===== src/design/ehcd_pkg.sv =====
`timescale 1ns / 1ps
// ----------------------------------------------------------------------------
// Elapsed hours to calendar date: shared package
// Widths, register indexes, queue word type, state types and the calendar
// helper functions used by the front, the queue, the back and the top level.
// ----------------------------------------------------------------------------
package ehcd_pkg;

   // Field widths.
   localparam int HOURS_W     = 24;
   localparam int DAYS_W      = 24;
   localparam int HOUR_W      = 10;
   localparam int DAY_W       = 5;
   localparam int MONTH_W     = 4;
   localparam int YEAR_W      = 16;
   localparam int BASE_YEAR_W = 14;
   localparam int YMOD_W      = 9;
   localparam int CSR_IDX_W   = 2;
   localparam int CSR_DATA_W  = 14;

   // Remaining day count in the back; a day past the end of its month can add
   // a couple of days on the first step, so one bit of headroom is kept.
   localparam int DAYS_ACC_W = 25;
   localparam logic [DAYS_ACC_W-1:0] DAYS_PER_400_YEARS = 25'd146097;

   localparam int QUEUE_DEPTH_DEF = 2;

   // Configuration register indexes.
   typedef enum logic [CSR_IDX_W-1:0] {
      REG_HOURS_PER_DAY = 2'd0,
      REG_BASE_DAY      = 2'd1,
      REG_BASE_MONTH    = 2'd2,
      REG_BASE_YEAR     = 2'd3
   } csr_index_type;

   // One word between the front and the back.
   typedef struct packed {
      logic [DAYS_W-1:0] days;
      logic [HOUR_W-1:0] hour;
   } queue_item_type;

   typedef enum logic [1:0] {
      FRONT_IDLE,
      FRONT_DIVIDE,
      FRONT_PUSH
   } front_state_type;

   typedef enum logic [1:0] {
      BACK_IDLE,
      BACK_RUN,
      BACK_DONE
   } back_state_type;

   // Year modulo 400 by six conditional subtractions (binary long division).
   function automatic logic [YMOD_W-1:0] year_mod_400(input logic [BASE_YEAR_W-1:0] year);
      logic [BASE_YEAR_W-1:0] rem;
      rem = year;
      if (rem >= 14'd12800) rem = rem - 14'd12800;
      if (rem >= 14'd6400)  rem = rem - 14'd6400;
      if (rem >= 14'd3200)  rem = rem - 14'd3200;
      if (rem >= 14'd1600)  rem = rem - 14'd1600;
      if (rem >= 14'd800)   rem = rem - 14'd800;
      if (rem >= 14'd400)   rem = rem - 14'd400;
      return rem[YMOD_W-1:0];
   endfunction

   // Gregorian leap year from the year's position in the 400-year cycle.
   function automatic logic leap_year(input logic [YMOD_W-1:0] ymod);
      return (ymod[1:0] == 2'd0) && (ymod != 9'd100) && (ymod != 9'd200) &&
             (ymod != 9'd300);
   endfunction

   function automatic logic [DAY_W-1:0] month_days(input logic [MONTH_W-1:0] month,
                                                   input logic leap);
      logic [DAY_W-1:0] dim;
      case (month)
         4'd1:    dim = 5'd31;
         4'd2:    dim = leap ? 5'd29 : 5'd28;
         4'd3:    dim = 5'd31;
         4'd4:    dim = 5'd30;
         4'd5:    dim = 5'd31;
         4'd6:    dim = 5'd30;
         4'd7:    dim = 5'd31;
         4'd8:    dim = 5'd31;
         4'd9:    dim = 5'd30;
         4'd10:   dim = 5'd31;
         4'd11:   dim = 5'd30;
         4'd12:   dim = 5'd31;
         default: dim = 5'd0;
      endcase
      return dim;
   endfunction

   function automatic logic [8:0] year_length(input logic leap);
      return leap ? 9'd366 : 9'd365;
   endfunction

endpackage


===== src/design/elapsed_hours_to_calendar_date.sv =====
`timescale 1ns / 1ps
// ----------------------------------------------------------------------------
// Elapsed hours to calendar date: top level
// Each word carries a count of elapsed hours; the result word gives the
// local day, month, year and hour after adding that time to a base date.
// ----------------------------------------------------------------------------
// Timing: the front divides by the day length with a one-bit-per-cycle
// divider, one word at a time. A two-word queue lets it run ahead of the
// back, which steps the date one move per cycle: a 400-year cycle, a whole
// year from the first of January or a month, then the final days, after a
// load and before a hand-off. The divider sets the sustained rate for spans
// of a year or two, the date stepper for longer ones. Registers are to be
// written through the csr_ port while no word is in flight; the block itself
// does not enforce this, and csr_ready is always high.
// ----------------------------------------------------------------------------
module elapsed_hours_to_calendar_date
   import ehcd_pkg::*;
#(
   parameter int QUEUE_DEPTH = QUEUE_DEPTH_DEF
)
(
   input  logic                   clock,
   input  logic                   reset,
   // Input word.
   input  logic                   req_tvalid,
   output logic                   req_tready,
   input  logic [23:0]            req_tdata,   // [23:0] elapsed_hours
   // Result word.
   output logic                   rsp_tvalid,
   input  logic                   rsp_tready,
   output logic [39:0]            rsp_tdata,   // [4:0] local_day, [8:5] local_month,
                                               // [24:9] local_year, [34:25] local_hour,
                                               // [39:35] zero
   // Register writes.
   input  logic                   csr_valid,
   output logic                   csr_ready,
   input  logic [CSR_IDX_W-1:0]   csr_index,
   input  logic [CSR_DATA_W-1:0]  csr_data
);

   logic [HOUR_W-1:0]       hours_per_day_ff;
   logic [DAY_W-1:0]        base_day_ff;
   logic [MONTH_W-1:0]      base_month_ff;
   logic [BASE_YEAR_W-1:0]  base_year_ff;
   logic [HOUR_W-1:0]       divisor;

   logic                    front_valid;
   logic                    front_ready;
   queue_item_type          front_item;
   logic                    queue_valid;
   logic                    queue_ready;
   queue_item_type          queue_item;

   logic [DAY_W-1:0]        local_day;
   logic [MONTH_W-1:0]      local_month;
   logic [YEAR_W-1:0]       local_year;
   logic [HOUR_W-1:0]       local_hour;

   // Configuration registers.
   assign csr_ready = 1'b1;

   always_ff @(posedge clock) begin
      if (reset) begin
         hours_per_day_ff <= 10'd24;
         base_day_ff      <= 5'd1;
         base_month_ff    <= 4'd1;
         base_year_ff     <= 14'd2000;
      end else if (csr_valid && csr_ready) begin
         case (csr_index_type'(csr_index))
            REG_HOURS_PER_DAY: hours_per_day_ff <= csr_data[HOUR_W-1:0];
            REG_BASE_DAY:      base_day_ff      <= csr_data[DAY_W-1:0];
            REG_BASE_MONTH:    base_month_ff    <= csr_data[MONTH_W-1:0];
            REG_BASE_YEAR:     base_year_ff     <= csr_data[BASE_YEAR_W-1:0];
            default:           base_year_ff     <= base_year_ff;
         endcase
      end
   end

   // A zero day length divides as one.
   assign divisor = (hours_per_day_ff == '0) ? HOUR_W'(1) : hours_per_day_ff;

   ehcd_front u_front (
      .clock     (clock),
      .reset     (reset),
      .in_valid  (req_tvalid),
      .in_ready  (req_tready),
      .in_hours  (req_tdata[HOURS_W-1:0]),
      .divisor   (divisor),
      .out_valid (front_valid),
      .out_ready (front_ready),
      .out_item  (front_item)
   );

   ehcd_queue #(
      .DEPTH (QUEUE_DEPTH)
   ) u_queue (
      .clock     (clock),
      .reset     (reset),
      .in_valid  (front_valid),
      .in_ready  (front_ready),
      .in_item   (front_item),
      .out_valid (queue_valid),
      .out_ready (queue_ready),
      .out_item  (queue_item)
   );

   ehcd_back u_back (
      .clock      (clock),
      .reset      (reset),
      .in_valid   (queue_valid),
      .in_ready   (queue_ready),
      .in_item    (queue_item),
      .base_day   (base_day_ff),
      .base_month (base_month_ff),
      .base_year  (base_year_ff),
      .out_valid  (rsp_tvalid),
      .out_ready  (rsp_tready),
      .out_day    (local_day),
      .out_month  (local_month),
      .out_year   (local_year),
      .out_hour   (local_hour)
   );

   // Pack the result word, first field in the lowest bits.
   assign rsp_tdata = {5'd0, local_hour, local_year, local_month, local_day};

endmodule


===== src/design/ehcd_front.sv =====
`timescale 1ns / 1ps
// ----------------------------------------------------------------------------
// Elapsed hours to calendar date: front
// Accepts an hour count and splits it into whole days and the hour of the
// day with a restoring divider that retires one quotient bit per cycle.
// ----------------------------------------------------------------------------
module ehcd_front
   import ehcd_pkg::*;
(
   input  logic                 clock,
   input  logic                 reset,
   input  logic                 in_valid,
   output logic                 in_ready,
   input  logic [HOURS_W-1:0]   in_hours,
   input  logic [HOUR_W-1:0]    divisor,
   output logic                 out_valid,
   input  logic                 out_ready,
   output queue_item_type       out_item
);

   localparam int CNT_W = $clog2(DAYS_W);
   localparam logic [CNT_W-1:0] LAST_BIT = CNT_W'(DAYS_W - 1);

   front_state_type        state_ff, state_in;
   logic [DAYS_W-1:0]      quot_ff, quot_in;
   logic [HOUR_W-1:0]      rem_ff, rem_in;
   logic [CNT_W-1:0]       count_ff, count_in;
   logic [HOUR_W:0]        partial;
   logic [HOUR_W:0]        diff;
   logic                   fits;

   // One restoring division step.
   always_comb begin
      partial = {rem_ff, quot_ff[DAYS_W-1]};
      diff    = partial - {1'b0, divisor};
      fits    = partial >= {1'b0, divisor};
   end

   // Next state.
   always_comb begin
      state_in = state_ff;
      case (state_ff)
         FRONT_IDLE:   if (in_valid) state_in = FRONT_DIVIDE;
         FRONT_DIVIDE: if (count_ff == LAST_BIT) state_in = FRONT_PUSH;
         FRONT_PUSH:   if (out_ready) state_in = FRONT_IDLE;
         default:      state_in = FRONT_IDLE;
      endcase
   end

   // Handshake outputs.
   always_comb begin
      in_ready  = 1'b0;
      out_valid = 1'b0;
      case (state_ff)
         FRONT_IDLE: in_ready  = 1'b1;
         FRONT_PUSH: out_valid = 1'b1;
         default: begin
            in_ready  = 1'b0;
            out_valid = 1'b0;
         end
      endcase
   end

   // Divider datapath.
   always_comb begin
      quot_in  = quot_ff;
      rem_in   = rem_ff;
      count_in = count_ff;
      if (state_ff == FRONT_IDLE && in_valid) begin
         quot_in  = in_hours;
         rem_in   = '0;
         count_in = '0;
      end else if (state_ff == FRONT_DIVIDE) begin
         quot_in  = {quot_ff[DAYS_W-2:0], fits};
         rem_in   = fits ? diff[HOUR_W-1:0] : partial[HOUR_W-1:0];
         count_in = count_ff + 1'b1;
      end
   end

   always_ff @(posedge clock) begin
      if (reset) begin
         state_ff <= FRONT_IDLE;
      end else begin
         state_ff <= state_in;
      end
   end

   always_ff @(posedge clock) begin
      quot_ff  <= quot_in;
      rem_ff   <= rem_in;
      count_ff <= count_in;
   end

   assign out_item.days = quot_ff;
   assign out_item.hour = rem_ff;

endmodule


===== src/design/ehcd_queue.sv =====
`timescale 1ns / 1ps
// ----------------------------------------------------------------------------
// Elapsed hours to calendar date: queue
// Small first-in first-out buffer of day counts and hours between the
// divider and the date stepper.
// ----------------------------------------------------------------------------
module ehcd_queue
   import ehcd_pkg::*;
#(
   parameter int DEPTH = QUEUE_DEPTH_DEF
)
(
   input  logic            clock,
   input  logic            reset,
   input  logic            in_valid,
   output logic            in_ready,
   input  queue_item_type  in_item,
   output logic            out_valid,
   input  logic            out_ready,
   output queue_item_type  out_item
);

   localparam int PTR_W = $clog2(DEPTH);
   localparam int CNT_W = $clog2(DEPTH + 1);
   localparam logic [PTR_W-1:0] LAST_PTR = PTR_W'(DEPTH - 1);
   localparam logic [CNT_W-1:0] FULL_CNT = CNT_W'(DEPTH);

   queue_item_type     entry_ff [DEPTH];
   logic [PTR_W-1:0]   wr_ptr_ff, wr_ptr_in;
   logic [PTR_W-1:0]   rd_ptr_ff, rd_ptr_in;
   logic [CNT_W-1:0]   count_ff, count_in;
   logic               push;
   logic               pop;

   assign in_ready  = count_ff != FULL_CNT;
   assign out_valid = count_ff != '0;
   assign out_item  = entry_ff[rd_ptr_ff];
   assign push      = in_valid && in_ready;
   assign pop       = out_valid && out_ready;

   // Pointer and fill-count update.
   always_comb begin
      wr_ptr_in = wr_ptr_ff;
      rd_ptr_in = rd_ptr_ff;
      count_in  = count_ff;
      if (push) begin
         wr_ptr_in = (wr_ptr_ff == LAST_PTR) ? '0 : wr_ptr_ff + 1'b1;
      end
      if (pop) begin
         rd_ptr_in = (rd_ptr_ff == LAST_PTR) ? '0 : rd_ptr_ff + 1'b1;
      end
      if (push && !pop) begin
         count_in = count_ff + 1'b1;
      end else if (pop && !push) begin
         count_in = count_ff - 1'b1;
      end
   end

   always_ff @(posedge clock) begin
      if (reset) begin
         wr_ptr_ff <= '0;
         rd_ptr_ff <= '0;
         count_ff  <= '0;
      end else begin
         wr_ptr_ff <= wr_ptr_in;
         rd_ptr_ff <= rd_ptr_in;
         count_ff  <= count_in;
      end
   end

   // Storage write.
   always_ff @(posedge clock) begin
      if (push) begin
         entry_ff[wr_ptr_ff] <= in_item;
      end
   end

endmodule


===== src/design/ehcd_back.sv =====
`timescale 1ns / 1ps
// ----------------------------------------------------------------------------
// Elapsed hours to calendar date: back
// Adds a day count to the base date one step per cycle: a 400-year cycle, a
// whole year from the first of January, or one month, then the final days.
// Holds the finished date until the result word is taken.
// ----------------------------------------------------------------------------
module ehcd_back
   import ehcd_pkg::*;
(
   input  logic                    clock,
   input  logic                    reset,
   input  logic                    in_valid,
   output logic                    in_ready,
   input  queue_item_type          in_item,
   input  logic [DAY_W-1:0]        base_day,
   input  logic [MONTH_W-1:0]      base_month,
   input  logic [BASE_YEAR_W-1:0]  base_year,
   output logic                    out_valid,
   input  logic                    out_ready,
   output logic [DAY_W-1:0]        out_day,
   output logic [MONTH_W-1:0]      out_month,
   output logic [YEAR_W-1:0]       out_year,
   output logic [HOUR_W-1:0]       out_hour
);

   localparam int SUM_W = DAYS_ACC_W + 1;
   localparam logic [YMOD_W-1:0]  YMOD_LAST = 9'd399;
   localparam logic [MONTH_W-1:0] MONTH_JAN = 4'd1;
   localparam logic [MONTH_W-1:0] MONTH_DEC = 4'd12;
   localparam logic [DAY_W-1:0]   DAY_FIRST = 5'd1;

   back_state_type          state_ff, state_in;
   logic [DAYS_ACC_W-1:0]   days_ff, days_in;
   logic [DAY_W-1:0]        day_ff, day_in;
   logic [MONTH_W-1:0]      month_ff, month_in;
   logic [YEAR_W-1:0]       year_ff, year_in;
   logic [YMOD_W-1:0]       ymod_ff, ymod_in;
   logic [HOUR_W-1:0]       hour_ff, hour_in;

   logic                    leap;
   logic [DAY_W-1:0]        dim;
   logic [8:0]              ylen;
   logic [SUM_W-1:0]        day_sum;
   logic [SUM_W-1:0]        month_rest;
   logic [YMOD_W-1:0]       ymod_next;
   logic [MONTH_W-1:0]      start_month;

   // Calendar facts of the current month.
   always_comb begin
      leap       = leap_year(ymod_ff);
      dim        = month_days(month_ff, leap);
      ylen       = year_length(leap);
      day_sum    = SUM_W'(days_ff) + SUM_W'(day_ff);
      month_rest = day_sum - SUM_W'(dim) - SUM_W'(1);
      ymod_next  = (ymod_ff == YMOD_LAST) ? '0 : ymod_ff + 1'b1;
   end

   // A base month of zero counts as January, any month past December as December.
   always_comb begin
      if (base_month == '0) begin
         start_month = MONTH_JAN;
      end else if (base_month > MONTH_DEC) begin
         start_month = MONTH_DEC;
      end else begin
         start_month = base_month;
      end
   end

   // Next state.
   always_comb begin
      state_in = state_ff;
      case (state_ff)
         BACK_IDLE: if (in_valid) state_in = BACK_RUN;
         BACK_RUN:  if (days_ff == '0) state_in = BACK_DONE;
         BACK_DONE: if (out_ready) state_in = BACK_IDLE;
         default:   state_in = BACK_IDLE;
      endcase
   end

   // Handshake outputs.
   always_comb begin
      in_ready  = 1'b0;
      out_valid = 1'b0;
      case (state_ff)
         BACK_IDLE: in_ready  = 1'b1;
         BACK_DONE: out_valid = 1'b1;
         default: begin
            in_ready  = 1'b0;
            out_valid = 1'b0;
         end
      endcase
   end

   // Date stepper.
   always_comb begin
      days_in  = days_ff;
      day_in   = day_ff;
      month_in = month_ff;
      year_in  = year_ff;
      ymod_in  = ymod_ff;
      hour_in  = hour_ff;
      if (state_ff == BACK_IDLE && in_valid) begin
         days_in  = DAYS_ACC_W'(in_item.days);
         hour_in  = in_item.hour;
         day_in   = base_day;
         month_in = start_month;
         year_in  = YEAR_W'(base_year);
         ymod_in  = year_mod_400(base_year);
      end else if (state_ff == BACK_RUN && days_ff != '0) begin
         if (day_ff == DAY_FIRST && days_ff >= DAYS_PER_400_YEARS) begin
            // The calendar repeats every 400 years from any first of a month.
            days_in = days_ff - DAYS_PER_400_YEARS;
            year_in = year_ff + YEAR_W'(400);
         end else if (day_ff == DAY_FIRST && month_ff == MONTH_JAN &&
                      days_ff >= DAYS_ACC_W'(ylen)) begin
            // A whole year from the first of January.
            days_in = days_ff - DAYS_ACC_W'(ylen);
            year_in = year_ff + 1'b1;
            ymod_in = ymod_next;
         end else if (day_sum <= SUM_W'(dim)) begin
            // The remaining days end inside this month.
            day_in  = day_sum[DAY_W-1:0];
            days_in = '0;
         end else begin
            // Move to the first of the next month.
            days_in = month_rest[DAYS_ACC_W-1:0];
            day_in  = DAY_FIRST;
            if (month_ff >= MONTH_DEC) begin
               month_in = MONTH_JAN;
               year_in  = year_ff + 1'b1;
               ymod_in  = ymod_next;
            end else begin
               month_in = month_ff + 1'b1;
            end
         end
      end
   end

   always_ff @(posedge clock) begin
      if (reset) begin
         state_ff <= BACK_IDLE;
      end else begin
         state_ff <= state_in;
      end
   end

   always_ff @(posedge clock) begin
      days_ff  <= days_in;
      day_ff   <= day_in;
      month_ff <= month_in;
      year_ff  <= year_in;
      ymod_ff  <= ymod_in;
      hour_ff  <= hour_in;
   end

   assign out_day   = day_ff;
   assign out_month = month_ff;
   assign out_year  = year_ff;
   assign out_hour  = hour_ff;

endmodule


===== config.mk =====
export PLATFORM = sky130hd
export DESIGN_NAME = elapsed_hours_to_calendar_date
export DESIGN_NICKNAME = d
export VERILOG_FILES = /design/src/design/ehcd_pkg.sv /design/src/design/elapsed_hours_to_calendar_date.sv /design/src/design/ehcd_front.sv /design/src/design/ehcd_queue.sv /design/src/design/ehcd_back.sv
export SDC_FILE = /design/constraint.sdc
export NUM_CORES = 1
export LEC_CHECK = 0
export BUFFER_PORTS_ARGS = -buffer_cell sky130_fd_sc_hd__clkbuf_2
export CAP_MARGIN = 10
export CORE_ASPECT_RATIO = 0.5
export CORE_MARGIN = 2
export CORE_UTILIZATION = 50
export DETAILED_ROUTE_END_ITERATION = 10
export PLACE_DENSITY = 0.76
export SETUP_SLACK_MARGIN = 0.5
export SKIP_CTS_REPAIR_TIMING = 1
export SYNTH_ARGS = -nofsm -noshare
export SYNTH_HDL_FRONTEND = slang
export SYNTH_HIERARCHICAL = 1
export SYNTH_SLANG_ARGS = --single-unit
export TNS_END_PERCENT = 100

===== constraint.sdc =====
create_clock -name clock -period 9.18 [get_ports clock]
set_clock_uncertainty 0.2 [all_clocks]
set_input_delay 0.918 -clock clock [delete_from_list [all_inputs] [get_ports clock]]
set_output_delay 0.918 -clock clock [all_outputs]
set_load 0.02 [all_outputs]

==> run_results.csv <==
group,metric,value,unit
cells_and_area,antenna_cells,0,
timing,worst_slack,3.05,ns
timing,max_slew_margin,0.230,
setup_path,r2r_cells,25,
logic_synthesis,synth-seq-area-share,0.422,
logic_synthesis,netlist_area,14100,um2
setup_path,slowest_stage,"dfxtp_1",
global_routing,antenna_found_initial,0,
logic_synthesis,ys_warn_count,6,
cells_and_area,nNetsFinal,1624,
setup_path,worst_path_largest_cell_delay,0.57,ns
detailed_routing,via_per_inst,5.93,
logic_synthesis,ys_ff_latch,218,
setup_path,required,9.25,ns
die,die_y,123,um
logic_synthesis,yosysUniqueCellTypes,106,
placed_design,io_buffers,81,
clock_network,cts_tree,"built",
clock_network,clock_path_buffers,3,
timing,hold_viol_final,0,
logic_synthesis,synth.avg_cell_area,9.28,um2
clock_network,insertion_delay,0.53,ns
logic_synthesis,async_reset_ff_frac,0,
cells_and_area,multiInputGateArea,7440,um2
power_and_ir_drop,power_density,380,nW/um2
timing,finalCritPeriodShare,0.668,
setup_path,path_class,"reg -> reg",
flow_run,max_cap_viol_count,0,
timing,grt_setup_unrepaired,"no",
setup_path,critPathMaxFanout,13,
worst_hold_path,whs_path_depth,0,
detailed_routing,drtIter0Drc,1293,
placed_design,hpwl,23900,um
global_routing,grt_pass1_vias,10400,
detailed_routing,ant_nets,0,
timing,fin_tns_setup,0,ns
detailed_routing,routedWlPerCell,17.7,um
global_routing,grt_pass1_wl,55000,um
setup_path,critical_path.endpoint_type,"register",
timing,max_freq,163,MHz
clock_network,htree_levels,1,
cells_and_area,seq_area,5950,um2
global_routing,overflow,0,
clock_network,clkTransAtPathRegs,0.07,ns
die,num_rows,43,
global_routing,grt_max_degree,77,
timing,worst_pin_slew,1.15,ns
logic_synthesis,synthFlopType,"edfxtp_1",
power_and_ir_drop,peakVddDrop,0.249,mV
die,num_io_pins,88,
setup_path,cp_num_cells,25,
logic_synthesis,synth_edf_count,158,
worst_hold_path,min_path_type,"reg -> reg",
timing,layout_min_cycle_time,6.13,ns
cells_and_area,design_area,15300,um2
detailed_routing,dr.pass1.iters,6,
placed_design,postPlaceCellArea,14600,um2
cells_and_area,fin_util,0.553,
timing,whs,0.271,ns
global_routing,grt.total_usage,0.232,
detailed_routing,drc_errors,0,
clock_network,numCtsBuffers,21,
placed_design,gp_congestion,0.977,
detailed_routing,wirelength,34200,um
die,core-area,27700,um2
die,die_w,241,um
timing,finalSetupViolCount,0,
placed_design,detailedPlace.worstSlack,3.13,ns
run_status,status,"completed",
power_and_ir_drop,total_power,5.83,mW
power_and_ir_drop,p_leak,5.81,nW
setup_path,crit_family,"simple AND/OR/NAND/NOR gates",
setup_path,cp_data_arrival_time,6.21,ns
die,die-area,29600,um2
detailed_routing,vias,11500,
cells_and_area,fill_cells,2385,
logic_synthesis,synthCells,1518,
cells_and_area,drive_above_1_share,0.144,
cells_and_area,final_cell_count_no_fill,1931,
setup_path,path_buf_inv,2,
clock_network,cts_sinks,218,
clock_network,ctsRootBufferMaster,"clkbuf_16",
cells_and_area,areaGrowthSynthToFinish,8.71,%
placed_design,place_inst,1893,
die,start_util,0.508,
setup_path,worst_setup_path_start_kind,"register",
timing,drv_slew,0,
## cell usage after synthesis, drive strengths merged, types with 5 or more instances
cell	number	share of area
a211o	6	0.0037
a211oi	11	0.0069
a21o	15	0.0080
a21oi	83	0.030
a221oi	6	0.0042
a311oi	11	0.0073
a31o	6	0.0037
a31oi	17	0.0099
and2	12	0.0057
and3	18	0.0080
and4	6	0.0037
buf	33	0.017
clkbuf	73	0.020
dfxtp	60	0.085
edfxtp	158	0.34
ha	41	0.036
inv	56	0.015
mux2	40	0.033
mux2i	24	0.017
nand2	219	0.058
nand2b	12	0.0064
nand3	48	0.017
nand3b	16	0.0088
nand4	13	0.0062
nor2	133	0.035
nor2b	18	0.0085
nor3	32	0.012
nor4	12	0.0053
o2111ai	5	0.0036
o211ai	24	0.013
o21a	10	0.0054
o21ai	88	0.032
o21bai	5	0.0035
o22ai	14	0.0082
o31a	5	0.0038
o31ai	12	0.0064
o32ai	6	0.0056
or2	8	0.0036
or3	7	0.0035
xnor2	66	0.041
xor2	31	0.020
## kinds of logic after synthesis
family | share of synthesized area
compound gates | 0.181
xor+xnor | 0.0609
fa+ha+maj | 0.0421
buf+inv | 0.0517
flops | 0.422
mux | 0.0496
other cells | 0.000533
simple gates | 0.192
## placed cells by master (no fill, tap or decap), types with 12 or more instances in the layout
| cell | instances |
|---|---|
| nand2_1 | 219 |
| edfxtp_1 | 158 |
| nor2_1 | 133 |
| a21oi_1 | 82 |
| clkbuf_2 | 81 |
| o21ai_0 | 80 |
| xnor2_1 | 66 |
| dfxtp_1 | 60 |
| inv_1 | 55 |
| nand3_1 | 48 |
| ha_1 | 41 |
| mux2_2 | 38 |
| nor3_1 | 31 |
| xor2_1 | 30 |
| mux2i_1 | 24 |
| o211ai_1 | 23 |
| clkbuf_16 | 22 |
| and3_1 | 18 |
| nor2b_1 | 17 |
| nand3b_1 | 15 |
| a21o_1 | 15 |
| buf_4 | 14 |
| a31oi_1 | 13 |
| nor4_1 | 12 |
| nand4_1 | 12 |
| o31ai_1 | 12 |
| o22ai_1 | 12 |
## metal layers
metal | vias to the layer above | wire length (um) | GRT usage
met2 | 432 | 15000 | 0.354
met1 | 5453 | 16100 | 0.340
met5 | - | 0 | 0
met3 | 52 | 2560 | 0.0418
met4 | 0 | 621 | 0.0571
li1 | 5515 | - | -
## state kept, by name, summed over array words and instances (netlist names), 9 cells and up, named ones only
name / count
u_front/quot_ff: 24
u_back/ymod_ff: 9
base_year_ff: 14
u_front/rem_ff: 10
u_back/out_year: 16
u_queue/entry_ff: 68
hours_per_day_ff: 10
u_back/out_hour: 10
u_back/days_ff: 25
## report_power, final
part	switching (mW)	internal, mW
Sequential	0.358	1.50
Clock	0.372	0.544
Combinational	1.85	1.20
Total	2.58	3.24
## worst register-to-register path, stage by stage (launching register included)
cell      delay [ns]
dfxtp_1         0.57
and2_4          0.23
mux2_2          0.20
ha_1            0.43
nand2b_4        0.10
a31oi_2         0.37
o22ai_4         0.18
xnor2_1         0.19
ha_1            0.27
nand2_1         0.12
nor3b_1         0.20
mux2i_1         0.12
and3_1          0.21
a211oi_2        0.25
and2_4          0.27
nand2_1         0.08
xnor2_1         0.15
inv_1           0.12
ha_1            0.22
inv_1           0.07
o21ai_0         0.16
o221a_2         0.21
mux2i_1         0.22
nand2_1         0.19
and4_1          0.24
a311o_1         0.31
## area by class of cell
cell class | count | area share
inverters | 56 | 0.0137
multi-input cells | 1142 | 0.486
clock buffers | 32 | 0.0423
repair buffers | 95 | 0.0333
flip-flops and latches | 218 | 0.388
well taps | 382 | 0.0312
clock inverters | 6 | 0.00547
## worst paths after layout
check	to	slack, ns	startpoint
hold / removal	u_queue/entry_ff[1][16]$_DFFE_PP_	0.27	u_front/quot_ff[6]$_DFFE_PP_
hold reg to reg	u_queue/entry_ff[1][16]$_DFFE_PP_	0.27	u_front/quot_ff[6]$_DFFE_PP_
setup / recovery	u_back/ymod_ff[7]$_DFFE_PP_	3.05	base_year_ff[13]$_SDFFE_PP0P_
setup reg to reg	u_back/ymod_ff[7]$_DFFE_PP_	3.05	base_year_ff[13]$_SDFFE_PP0P_
Note: power is estimated with default switching activity, not from simulation.
